===== src/rtl/signed_restoring_divider_assert.svh =====
// assertion macros for the signed restoring divider
`ifndef SIGNED_RESTORING_DIVIDER_ASSERT_SVH
`define SIGNED_RESTORING_DIVIDER_ASSERT_SVH

// same-cycle implication, checked out of reset
`define SRD_ASSERT_NOW(name, pre, post) \
    name: assert property (@(posedge clk) disable iff (!rst_n) (pre) |-> (post)) \
        else $error("srd assertion failed");

// next-cycle implication, checked out of reset
`define SRD_ASSERT_NEXT(name, pre, post) \
    name: assert property (@(posedge clk) disable iff (!rst_n) (pre) |=> (post)) \
        else $error("srd assertion failed");

`endif


===== src/rtl/srd_pkg.sv =====
// types and constants shared by the signed restoring divider
package srd_pkg;

    localparam int FIELD_W       = 16;
    localparam int WIDTH_DEFAULT = 16;

    localparam logic [FIELD_W:0] FIELD_SPAN = {1'b1, {FIELD_W{1'b0}}};

    typedef logic signed [FIELD_W-1:0] field_t;

    typedef struct packed {
        logic neg_rem;
        logic neg_quo;
        logic zero_div;
    } flags_t;

endpackage


===== src/rtl/signed_restoring_divider.sv =====
// signed restoring divider, one quotient bit retired per pipeline stage
// pipeline of one operand stage, WIDTH subtract-and-restore stages and one sign-fix output stage
// one item per cycle while the result is not stalled; a stalled result is held while empty stages still fill
// reset: asynchronous active-low rst_n clears every stage valid bit and the result valid
`include "signed_restoring_divider_assert.svh"

module signed_restoring_divider #(
    parameter int WIDTH = srd_pkg::WIDTH_DEFAULT
) (
    input  logic           clk,
    input  logic           rst_n,
    input  logic           operand_valid,
    output logic           operand_stall,
    input  srd_pkg::field_t dividend,
    input  srd_pkg::field_t divisor,
    output logic           result_valid,
    input  logic           result_stall,
    output srd_pkg::field_t quotient,
    output srd_pkg::field_t remainder,
    output logic           divide_by_zero
);
    import srd_pkg::*;

    logic                 neg_dd;
    logic                 neg_dv;
    logic [FIELD_W:0]     mag_dd;
    logic [FIELD_W:0]     mag_dv;
    logic [WIDTH+FIELD_W:0] ext_dd;
    logic [WIDTH+FIELD_W:0] ext_dv;

    logic [WIDTH-1:0] a_reg    [0:WIDTH];
    logic [WIDTH-1:0] q_reg    [0:WIDTH];
    logic [WIDTH-1:0] m_reg    [0:WIDTH];
    flags_t           flag_reg [0:WIDTH];
    logic             valid_reg [0:WIDTH];

    logic [WIDTH-1:0] a_next    [0:WIDTH];
    logic [WIDTH-1:0] q_next    [0:WIDTH];
    logic [WIDTH-1:0] m_next    [0:WIDTH];
    flags_t           flag_next [0:WIDTH];
    logic             valid_next [0:WIDTH];
    logic             feed      [0:WIDTH];
    logic             open      [0:WIDTH];

    logic             out_open;
    logic             result_valid_reg;
    field_t           quotient_reg;
    field_t           remainder_reg;
    logic             dz_reg;

    logic [WIDTH-1:0]         rem_w;
    logic [WIDTH-1:0]         quo_w;
    logic [WIDTH+FIELD_W-1:0] rem_ext;
    logic [WIDTH+FIELD_W-1:0] quo_ext;
    field_t                   quotient_next;
    field_t                   remainder_next;

    // operand stage: magnitudes cut to the datapath width
    assign neg_dd = dividend[FIELD_W-1];
    assign neg_dv = divisor[FIELD_W-1];
    assign mag_dd = neg_dd ? (FIELD_SPAN - {1'b0, dividend}) : {1'b0, dividend};
    assign mag_dv = neg_dv ? (FIELD_SPAN - {1'b0, divisor}) : {1'b0, divisor};
    assign ext_dd = {{WIDTH{1'b0}}, mag_dd};
    assign ext_dv = {{WIDTH{1'b0}}, mag_dv};

    assign feed[0]               = operand_valid;
    assign a_next[0]             = '0;
    assign q_next[0]             = ext_dd[WIDTH-1:0];
    assign m_next[0]             = ext_dv[WIDTH-1:0];
    assign flag_next[0].neg_rem  = neg_dd;
    assign flag_next[0].neg_quo  = (dividend != '0) && (neg_dd != neg_dv);
    assign flag_next[0].zero_div = (divisor == '0);

    // one shift, subtract and restore per stage
    for (genvar k = 1; k <= WIDTH; k++) begin : g_step
        logic [WIDTH-1:0] a_sh;
        logic [WIDTH-1:0] diff;

        assign a_sh         = {a_reg[k-1][WIDTH-2:0], q_reg[k-1][WIDTH-1]};
        assign diff         = a_sh - m_reg[k-1];
        assign feed[k]      = valid_reg[k-1];
        assign a_next[k]    = diff[WIDTH-1] ? a_sh : diff;
        assign q_next[k]    = {q_reg[k-1][WIDTH-2:0], ~diff[WIDTH-1]};
        assign m_next[k]    = m_reg[k-1];
        assign flag_next[k] = flag_reg[k-1];
    end

    // a stage takes a new item when it is empty or its item moves on
    assign out_open    = !result_valid_reg || !result_stall;
    assign open[WIDTH] = !valid_reg[WIDTH] || out_open;
    for (genvar k = 0; k < WIDTH; k++) begin : g_open
        assign open[k] = !valid_reg[k] || open[k+1];
    end

    for (genvar k = 0; k <= WIDTH; k++) begin : g_stage
        assign valid_next[k] = open[k] ? feed[k] : valid_reg[k];

        always_ff @(posedge clk or negedge rst_n)
        begin
            if (!rst_n)
            begin
                valid_reg[k] <= 1'b0;
            end
            else
            begin
                valid_reg[k] <= valid_next[k];
            end
        end

        always_ff @(posedge clk)
        begin
            if (open[k] && feed[k])
            begin
                a_reg[k]    <= a_next[k];
                q_reg[k]    <= q_next[k];
                m_reg[k]    <= m_next[k];
                flag_reg[k] <= flag_next[k];
            end
        end
    end

    // output stage: signs restored, sign-extended or cut to the field width
    assign rem_w   = flag_reg[WIDTH].neg_rem ? (WIDTH'(0) - a_reg[WIDTH]) : a_reg[WIDTH];
    assign quo_w   = flag_reg[WIDTH].neg_quo ? (WIDTH'(0) - q_reg[WIDTH]) : q_reg[WIDTH];
    assign rem_ext = {{FIELD_W{rem_w[WIDTH-1]}}, rem_w};
    assign quo_ext = {{FIELD_W{quo_w[WIDTH-1]}}, quo_w};

    assign quotient_next  = flag_reg[WIDTH].zero_div ? '0 : field_t'(quo_ext[FIELD_W-1:0]);
    assign remainder_next = flag_reg[WIDTH].zero_div ? '0 : field_t'(rem_ext[FIELD_W-1:0]);

    always_ff @(posedge clk or negedge rst_n)
    begin
        if (!rst_n)
        begin
            result_valid_reg <= 1'b0;
        end
        else if (out_open)
        begin
            result_valid_reg <= valid_reg[WIDTH];
        end
    end

    always_ff @(posedge clk)
    begin
        if (out_open && valid_reg[WIDTH])
        begin
            quotient_reg  <= quotient_next;
            remainder_reg <= remainder_next;
            dz_reg        <= flag_reg[WIDTH].zero_div;
        end
    end

    assign operand_stall  = !open[0];
    assign result_valid   = result_valid_reg;
    assign quotient       = quotient_reg;
    assign remainder      = remainder_reg;
    assign divide_by_zero = dz_reg;

    `SRD_ASSERT_NOW(a_dz_zero, result_valid && divide_by_zero, quotient == '0 && remainder == '0)
    `SRD_ASSERT_NOW(a_stall_full, operand_stall, valid_reg[0] && valid_reg[WIDTH])
    `SRD_ASSERT_NEXT(a_last_moves, out_open && valid_reg[WIDTH], result_valid)
    `SRD_ASSERT_NEXT(a_drain, result_valid && !result_stall && !valid_reg[WIDTH], !result_valid)

endmodule


===== config.mk =====
export PLATFORM = sky130hd
export DESIGN_NAME = signed_restoring_divider
export DESIGN_NICKNAME = d
export VERILOG_FILES = /design/src/rtl/srd_pkg.sv /design/src/rtl/signed_restoring_divider.sv
export VERILOG_INCLUDE_DIRS = /design/src /design/src/rtl
export SDC_FILE = /design/constraint.sdc
export NUM_CORES = 1
export LEC_CHECK = 0
export ABC_AREA = 1
export BUFFER_PORTS_ARGS = -buffer_cell sky130_fd_sc_hd__buf_2
export CORE_MARGIN = 5
export CORE_UTILIZATION = 28
export DETAILED_ROUTE_END_ITERATION = 12
export HOLD_SLACK_MARGIN = 0.06
export PLACE_DENSITY_LB_ADDON = 0.08
export SYNTH_ARGS = -nofsm -noshare
export SYNTH_HDL_FRONTEND = slang
export SYNTH_SLANG_ARGS = --single-unit

===== constraint.sdc =====
create_clock -name clk -period 4.55 [get_ports clk]
set_input_delay 0 -clock clk [delete_from_list [all_inputs] [get_ports clk]]
set_output_delay 0 -clock clk [all_outputs]
set_load 0.01 [all_outputs]

==> flow_summary.yaml, run 1 <==
clock_network:
  numCtsBuffers: 103
  cts_tree: "built"
  ctsHtreeMaxLevel: 3
  cts_root_buffer: "clkbuf_16"
  clk_latency_ns: 0.68
  cts.clk_slew.worst_paths_ns: 0.06
  clock_path_buffers: 3
  postCtsHoldBufs: 62
  post_cts_buffers: 0
  cts_sinks: 871
  cts_resized: 0
pwr:
  pwr-share-clk_pct: 22.0
  p_leak_nw: 20.4
  p_sw_mw: 14.6
  seqPwrFrac_pct: 37.0
  ir_drop_mv: 0.373
  combinationalPowerShare_pct: 41.0
  p_sw_share_pct: 38.8
  p_int_mw: 23.1
  power_mw: 37.7
  powerDensity_mw_per_mm2: 763
synth:
  syn-num-nets: 3891
  yosysSeqAreaShare_pct: 61.0
  ys.flop_type: "edfxtp_1"
  async_reset_ff_share_pct: 2.07
  synthCells: 3609
  synth_seq_cells: 871
  yosys.area.top_type_share_pct: 59.9
  syn_area_mm2: 0.0427
  synth_edf_count: 853
  yosys_warnings: 0
  yosys.area.top_type: "edfxtp_1"
  synth_area_per_cell_um2: 11.8
  synth_cell_types: 46
  synth_area_leaders: "edfxtp_1 (60%), ha_1 (6.8%), nand2_1 (5.7%)"
routing:
  routedWlPerCell_um: 15.7
  drt-initial-drc-count: 1253
  vias: 24900
  drc: 0
  antenna_left: 0
  viasPerCell: 4.19
  first_pass_iters: 5
  wirelength_mm: 93.4
placement:
  dp_cells: 5690
  dp_hpwl_mm: 70.6
  numPortBuffers: 70
  gp_congestion: 0.772
sta:
  worst_pin_slew_ns: 1.12
  worst_clock_skew_ns: 0.0292
  tns_ns: 0
  slew_violations: 0
  period_share_pct: 65.3
  finalHoldViolCount: 0
  max_freq_mhz: 336
  min_period_ns: 2.97
  rsz0062_at_grt: "no"
  setup_viol: 0
  relSlewSlack_pct: 25.2
setup_path:
  arrival_ns: 2.97
  setup.worst_path.class: "reg2out"
  cp_max_fo: 5
  cp.required_ns: 4.55
  critPathCaptureType: "output pin"
  start_kind: "flip-flop"
floorplan:
  start_util_pct: 28.1
  io_pins: 71
  core_mm2: 0.152
  die-area_mm2: 0.161
  rows: 143
  die_x_um: 401
  die_y_um: 401
cells_and_area:
  drive_above_1_share_pct: 15.4
  fin_util_pct: 32.5
  area_delta_synth_final_pct: 15.5
  fill_cells: 15300
  final_cell_count_no_fill: 5946
  largest_reg_flops: 272
  final_nets: 4109
global_route:
  antenna_found_initial: 8
  track_usage_pct: 11.5
  grt_pass1_wl_mm: 147
  grt_max_degree: 51
  grt_pass1_vias: 25500
  overflow: 0
outcome:
  status: "finished clean"
hold_path:
  hold_class: "in2reg"
flow_run:
  drv_cap: 0
-- kinds of logic (layout without fill, tap and decap cells) --
kind of cell	count (synthesis)	in the layout	share of synthesized area [%]
other cells	0	1	0
fa+ha+maj	246	246	7.47
flops	871	871	61.0
buf+inv	592	898	6.12
xor+xnor	225	225	4.61
simple gates	1038	1038	10.9
compound gates	637	637	9.86
-- layout make-up --
cell class	count	area [um2]	share of cell area, %
Sequential cell	871	26100	52.8
Multi-Input combinational cell	2146	14100	28.6
Clock buffer	130	2730	5.53
Tap cell	2030	2540	5.14
Inverter	554	2150	4.35
Timing Repair Buffer	151	1110	2.26
Clock inverter	63	647	1.31
Antenna cell	1	2.50	0.00507
-- final timing paths --
check	from	to	slack [ns]	cells past startpoint
worst max-delay path	result_valid	operand_stall	1.58	11
worst min-delay path	operand_valid	feed[15]	0.20	4
worst max register to register	result_valid	q_reg[0][27]	1.84	12
worst min register to register	q_reg[0][6]	q_reg[0][23]	0.40	0
max in group asynchronous	rst_n	feed[0]	3.29	3
min in group asynchronous	rst_n	feed[7]	0.67	3
-- through the flow --
step / setup WS [ns] / hold slack, ns / instance area (um2)
after floorplan: 0.639 / -0.296 / 42700
after global placement: 1.86 / 0.0416 / 45400
after detailed placement: 1.82 / 0.0274 / 45400
after CTS: 1.43 / 0.107 / 49400
after global routing: 1.31 / 0.154 / 49400
final: 1.58 / 0.199 / 49400
-- metal layers --
layer	vias to the layer above	global-route usage (%)	routed length (um)
met4	2	2.95	2100
met5	-	0	11
li1	12900	-	-
met2	228	20.8	47400
met1	11600	14.2	41100
met3	132	2.08	2840
-- cells in the final DEF (no fill, tap or decap), types with 24 or more instances in the layout --
| cell type | synthesis | routed |
|---|---|---|
| nor2_1 | 83 | 76 |
| edfxtp_1 | 853 | 853 |
| a21oi_1 | 216 | 214 |
| inv_1 | 536 | 529 |
| xnor2_1 | 90 | 90 |
| dlygate4sd3_1 | 0 | 62 |
| buf_2 | 0 | 70 |
| nand4_1 | 35 | 35 |
| o21ai_1 | 52 | 52 |
| nand2_1 | 650 | 650 |
| clkbuf_16 | 0 | 105 |
| nor3_1 | 43 | 43 |
| nand3_1 | 107 | 107 |
| nand2_2 | 49 | 49 |
| clkbuf_1 | 8 | 24 |
| a31oi_1 | 31 | 31 |
| o21ai_0 | 57 | 57 |
| xor2_1 | 135 | 135 |
| o21ai_2 | 201 | 201 |
| ha_1 | 231 | 231 |
-- power groups by stage --
stage / clock network, mW / logic (mW) / registers, mW
after floorplan: 0 / 13.0 / 13.5
after global placement: 0 / 15.8 / 14.3
after detailed placement: 0 / 15.8 / 14.2
after CTS: 8.65 / 15.9 / 14.1
after global routing: 8.96 / 17.7 / 14.2
final: 8.28 / 15.5 / 13.9
-- Yosys cell counts, types with 2 or more instances --
cell / instances
and3_1: 8
nor4_1: 2
a31oi_1: 31
nand3_1: 107
inv_1: 536
a21o_1: 23
nor3_1: 43
nor2_4: 4
o21ai_2: 201
ha_1: 231
nand4_4: 2
buf_6: 17
edfxtp_1: 853
buf_8: 3
a21oi_2: 23
or2_2: 16
clkinv_1: 2
nor3_2: 2
o21a_1: 15
clkbuf_1: 8
or2_4: 8
inv_4: 9
nor2_1: 83
fa_1: 15
nand4_2: 2
buf_12: 10
nand4_1: 35
nand3_2: 4
xnor2_1: 90
nand3b_1: 2
nor3b_1: 2
o31ai_1: 17
a21oi_1: 216
inv_6: 2
nand2_1: 650
xor2_1: 135
inv_8: 5
dfrtp_1: 18
o21ai_0: 57
nand2_2: 49
o21ai_1: 52
nand2_4: 17
-- critical path, stage by stage, from the launching register on --
cell	delay, ns
dfrtp_1	0.43
nand3_2	0.15
nor2_4	0.18
nand4_4	0.12
nor2_4	0.17
nand4_4	0.12
nor2_4	0.15
nand4_2	0.15
nor2_4	0.22
nand4_2	0.15
inv_1	0.25
buf_2	0.19
Note: power is estimated with default switching activity, not from simulation.
==> run 2, diff against run 1 <==
Clock period 4.55 ns to 2.62 ns, I/O delays scaled along.
==> run 2 against run 1 <==
Compared with the run above:
- sequential cell count unchanged
- setup slack got worse by 1.5 ns
- via count increased by 1.9%
- critical path type unchanged
==> flow_summary.yaml, run 2 (same netlist as run 1, synthesis figures left out) <==
hold_path:
  hold_class: "in2reg"
placement:
  place_ws_ns: 0.00602
  numPortBuffers: 70
  gp_congestion: 0.788
  dp_hpwl_mm: 70.8
  placed_cell_area_mm2: 0.0462
cells_and_area:
  final_cell_mix: "edfxtp_1 (853), nand2_1 (650), inv_1 (528)"
  layout_commonest_cell: "edfxtp_1"
  drive_above_1_share_pct: 17.4
  area_delta_synth_final_pct: 17.8
  largest_reg_flops: 272
  fin_util_pct: 33.1
  final_nets: 4216
  antenna_cells: 0
  final_area_mm2: 0.0503
routing:
  vias: 25400
  antenna_left: 0
  first_pass_iters: 5
  drt-initial-drc-count: 985
  routedWlPerCell_um: 15.3
  wirelength_mm: 92.8
  viasPerCell: 4.20
  drc: 0
pwr:
  p_leak_nw: 20.9
  ir_drop_mv: 0.736
  powerDensity_mw_per_mm2: 1320
sta:
  worst_clock_skew_ns: 0.0450
  slew_violations: 0
  period_share_pct: 96.3
  whs_ns: 0.214
  max_freq_mhz: 396
  setup_ws_ns: 0.0963
  min_period_ns: 2.52
  rsz0062_at_grt: "yes"
  finalHoldViolCount: 0
  setup_viol: 0
  relSlewSlack_pct: 39.0
  worst_pin_slew_ns: 0.913
floorplan:
  die_x_um: 401
  rows: 143
  start_util_pct: 28.1
  die-area_mm2: 0.161
  io_pins: 71
  die_y_um: 401
  core_mm2: 0.152
outcome:
  status: "finished clean"
clock_network:
  cts_root_buffer: "clkbuf_16"
  cts.clk_slew.worst_paths_ns: 0.06
  cts_sinks: 871
  numCtsBuffers: 103
  clk_latency_ns: 0.69
  ctsHtreeMaxLevel: 3
  clock_path_buffers: 3
  cts_tree: "built"
setup_path:
  setup.worst_path.class: "reg2out"
  reg2reg_depth: 9
  setup.worst_path.start: "valid_reg[0]"
  cp_max_fo: 3
  r2r_end: "a_reg[0][138]"
  cp.required_ns: 2.62
  arrival_ns: 2.52
  crit_end: "operand_stall"
  critPathCaptureType: "output pin"
  worst_r2r_startpoint: "m_reg[0][112]"
  start_kind: "flip-flop"
  r2r_setup_slack_ns: 0.15
global_route:
  use_met3_pct: 2.04
  grt_pass1_vias: 26100
  antenna_found_initial: 9
  overflow: 0
  grt_max_degree: 51
  grt_pass1_wl_mm: 148
  use_met1_pct: 14.4
  track_usage_pct: 11.6
  grtUsageMet2_pct: 20.7
  grt.busiest_layer: "met2"
flow_run:
  drv_cap: 0
## run 2: critical path: stages, from the launching register on
cell and delay (ns):
dfrtp_1 0.35, nand3_2 0.12, nor2_4 0.13, nand4_4 0.10, nor2_4 0.15, nand4_4 0.10
nor2_4 0.15, nand4_4 0.10, nor2_4 0.13, nand4_4 0.09, buf_6 0.16, clkinvlp_4 0.13
buf_6 0.12
## run 2: how the worst min path moves through the flow
| stage | start | end | slack [ns] | cells past startpoint |
|---|---|---|---|---|
| global placement | rst_n | feed[2] | -0.02 | 1 |
| CTS | dividend[15] | flag_reg[0][2] | 0.13 | 2 |
| floorplan | rst_n | feed[0] | -0.30 | 0 |
| detailed placement | rst_n | feed[2] | -0.02 | 1 |
| global route | divisor[14] | flag_reg[0][0] | 0.16 | 3 |
| finish | result_stall | valid_reg[0] | 0.21 | 4 |
## run 2: final cells by class
class	instances	area [um2]
timing repair buffer	257	2100
inverter	554	2160
tap	2030	2540
sequential	871	26100
multi-input combinational	2147	14200
fill	15300	102000
clock inverter	49	495
clock buffer	141	2770
## run 2: repair_timing
action | CTS | global route
pin swaps | 2 | 6
endpoints found under the setup margin | 1 | 40
gates cloned | 0 | 1
setup buffers | 2 | 5
hold buffers | 66 | 0
gates resized for setup | 6 | 17
endpoints found under the hold margin | 127 | 0
## run 2: layer usage
| layer | part of all wire (%) | vias up |
|---|---|---|
| li1 | - | 13200 |
| met3 | 3.1 | 137 |
| met5 | 0 | - |
| met1 | 44 | 11800 |
| met4 | 2.4 | 0 |
| met2 | 51 | 247 |
## run 2: metrics by stage
| stage | power [mW] | cells | TNS (ns) |
|---|---|---|---|
| 4_1_cts | 67.9 | 6043 | -0.0545 |
| 3_5_place_dp | 53.4 | 5785 | 0 |
| 5_1_grt | 72.1 | 6049 | -0.101 |
| 3_3_place_gp | 53.5 | 5785 | -0.0241 |
| 2_1_floorplan | 46.1 | 3609 | -5.77 |
| 6_report | 66.3 | 6049 | 0 |
## run 2: power by group
part           switching (mW)  internal (mW)
Combinational            17.4           10.9
Clock                    5.71           8.17
Sequential               2.40           21.7
Total                    25.5           40.8
==> run 3, diff against run 2 <==
Clock period 2.62 ns to 3.2 ns, I/O delays scaled along.
==> run 3 against run 2 <==
Compared with the run above:
- sequential share of layout area up 1.1 points
- die area stayed put
- cell area is 2.0% lower
- critical path depth is 1 lower
- sequential power decreased by 18%
- sequential cell count stayed put
- hold slack got worse by 0.047 ns
==> flow_summary.yaml, run 3 (same netlist as run 1, synthesis figures left out) <==
hold_path:
  hold_start: "operand_valid"
  hold_class: "in2reg"
  min_path_cells: 4
  worstHoldEndpoint: "feed[15]"
global_route:
  track_usage_pct: 11.4
  grt_pass1_vias: 25600
  grt_max_degree: 51
  overflow: 0
  grt_pass1_wl_mm: 147
  antenna_found_initial: 5
setup_path:
  start_kind: "flip-flop"
  reg2reg_depth: 11
  arrival_ns: 2.93
  setup.worst_path.start: "result_valid"
  cp.required_ns: 3.20
  r2r_setup_slack_ns: 0.53
  setup.worst_path.class: "reg2out"
  worst_r2r_startpoint: "result_valid"
  critPathCaptureType: "output pin"
  r2r_end: "m_reg[0][81]"
  cp_max_fo: 4
outcome:
  status: "finished clean"
floorplan:
  die_y_um: 401
  die_x_um: 401
  start_util_pct: 28.1
  io_pins: 71
  rows: 143
  core_mm2: 0.152
  die-area_mm2: 0.161
sta:
  max_freq_mhz: 341
  relSlewSlack_pct: 27.7
  tns_ns: 0
  slew_violations: 0
  period_share_pct: 91.7
  worst_clock_skew_ns: 0.0364
  setup_ws_ns: 0.266
  setup_viol: 0
  rsz0062_at_grt: "no"
  finalHoldViolCount: 0
  min_period_ns: 2.93
  worst_pin_slew_ns: 1.08
cells_and_area:
  largest_reg_flops: 272
  layout_commonest_cell: "edfxtp_1"
  final_cell_count_no_fill: 5948
  final_nets: 4117
  area_delta_synth_final_pct: 15.4
  drive_above_1_share_pct: 15.1
  fin_util_pct: 32.5
  final_cell_mix: "edfxtp_1 (853), nand2_1 (650), inv_1 (529)"
routing:
  vias: 24900
  routedWlPerCell_um: 15.5
  viasPerCell: 4.19
  first_pass_iters: 4
  wirelength_mm: 92.0
  drc: 0
  drt-initial-drc-count: 1256
  antenna_left: 0
clock_network:
  clock_path_buffers: 3
  numCtsBuffers: 104
  cts_tree: "built"
  clk_latency_ns: 0.68
  cts_root_buffer: "clkbuf_16"
  cts_sinks: 871
  cts.clk_slew.worst_paths_ns: 0.06
  ctsHtreeMaxLevel: 3
placement:
  dp_hpwl_mm: 69.3
  place_ws_ns: 0.460
  gp_congestion: 0.764
  dp_cells: 5692
  numPortBuffers: 70
pwr:
  p_leak_nw: 20.4
  power_mw: 53.0
  ir_drop_mv: 0.575
  powerDensity_mw_per_mm2: 1070
flow_run:
  drv_cap: 0
[run 3: what timing repair did]
item | CTS | global route
setup endpoints to repair | 0 | 1
gates resized for setup | 0 | 0
hold endpoints to repair | 133 | 0
hold buffers | 65 | 0
buffers inserted | 0 | 2
[run 3: layer usage]
| layer | GRT usage, % | vias to the layer above | part of all wire [%] | wire (um) |
|---|---|---|---|---|
| li1 | - | 13000 | - | - |
| met1 | 14.4 | 11600 | 45 | 41000 |
| met2 | 20.4 | 212 | 51 | 46600 |
| met3 | 1.98 | 136 | 2.6 | 2410 |
| met4 | 2.83 | 0 | 2.2 | 1980 |
| met5 | 0 | - | 0 | 0 |
[run 3: worst max path at each step]
stage	to	slack (ns)	cells after the start
floorplan	a_reg[0][240]	0.02	3
global placement	a_reg[0][122]	0.45	9
detailed placement	m_reg[0][14]	0.46	12
CTS	operand_stall	0.04	11
global route	operand_stall	0.01	11
finish	operand_stall	0.27	11
[run 3: per-stage QoR]
| stage | hold slack, ns | instance area (um2) |
|---|---|---|
| 3_3_place_gp | 0.0441 | 45500 |
| 4_1_cts | 0.0903 | 49300 |
| 3_5_place_dp | 0.0441 | 45500 |
| 2_1_floorplan | -0.296 | 42700 |
| 5_1_grt | 0.141 | 49300 |
| 6_report | 0.167 | 49300 |
[run 3: layout make-up]
cell class              count  area (um2)
diodes                      1        2.50
fillers                 15300      103000
multi-input cells        2146       14100
well taps                2030        2540
inverters                 554        2150
clock inverters            55         450
clock buffers             133        2730
repair buffers            158        1250
flip-flops and latches    871       26100
[run 3: power by group]
group          total [mW]  leakage, nW  switching, mW  internal (mW)
Sequential           19.8         8.61           2.03           17.8
Clock                11.1         1.55           4.71           6.41
Combinational        22.0         10.2           14.0           8.05
[run 3: critical path, stage by stage, from the launching register on]
cell and delay [ns]:
dfrtp_1 0.42, nand3_2 0.14, nor2_4 0.17, nand4_4 0.12, nor2_4 0.17, nand4_4 0.12
nor2_4 0.16, nand4_2 0.18, nor2_4 0.22, nand4_2 0.14, inv_1 0.22, buf_2 0.18
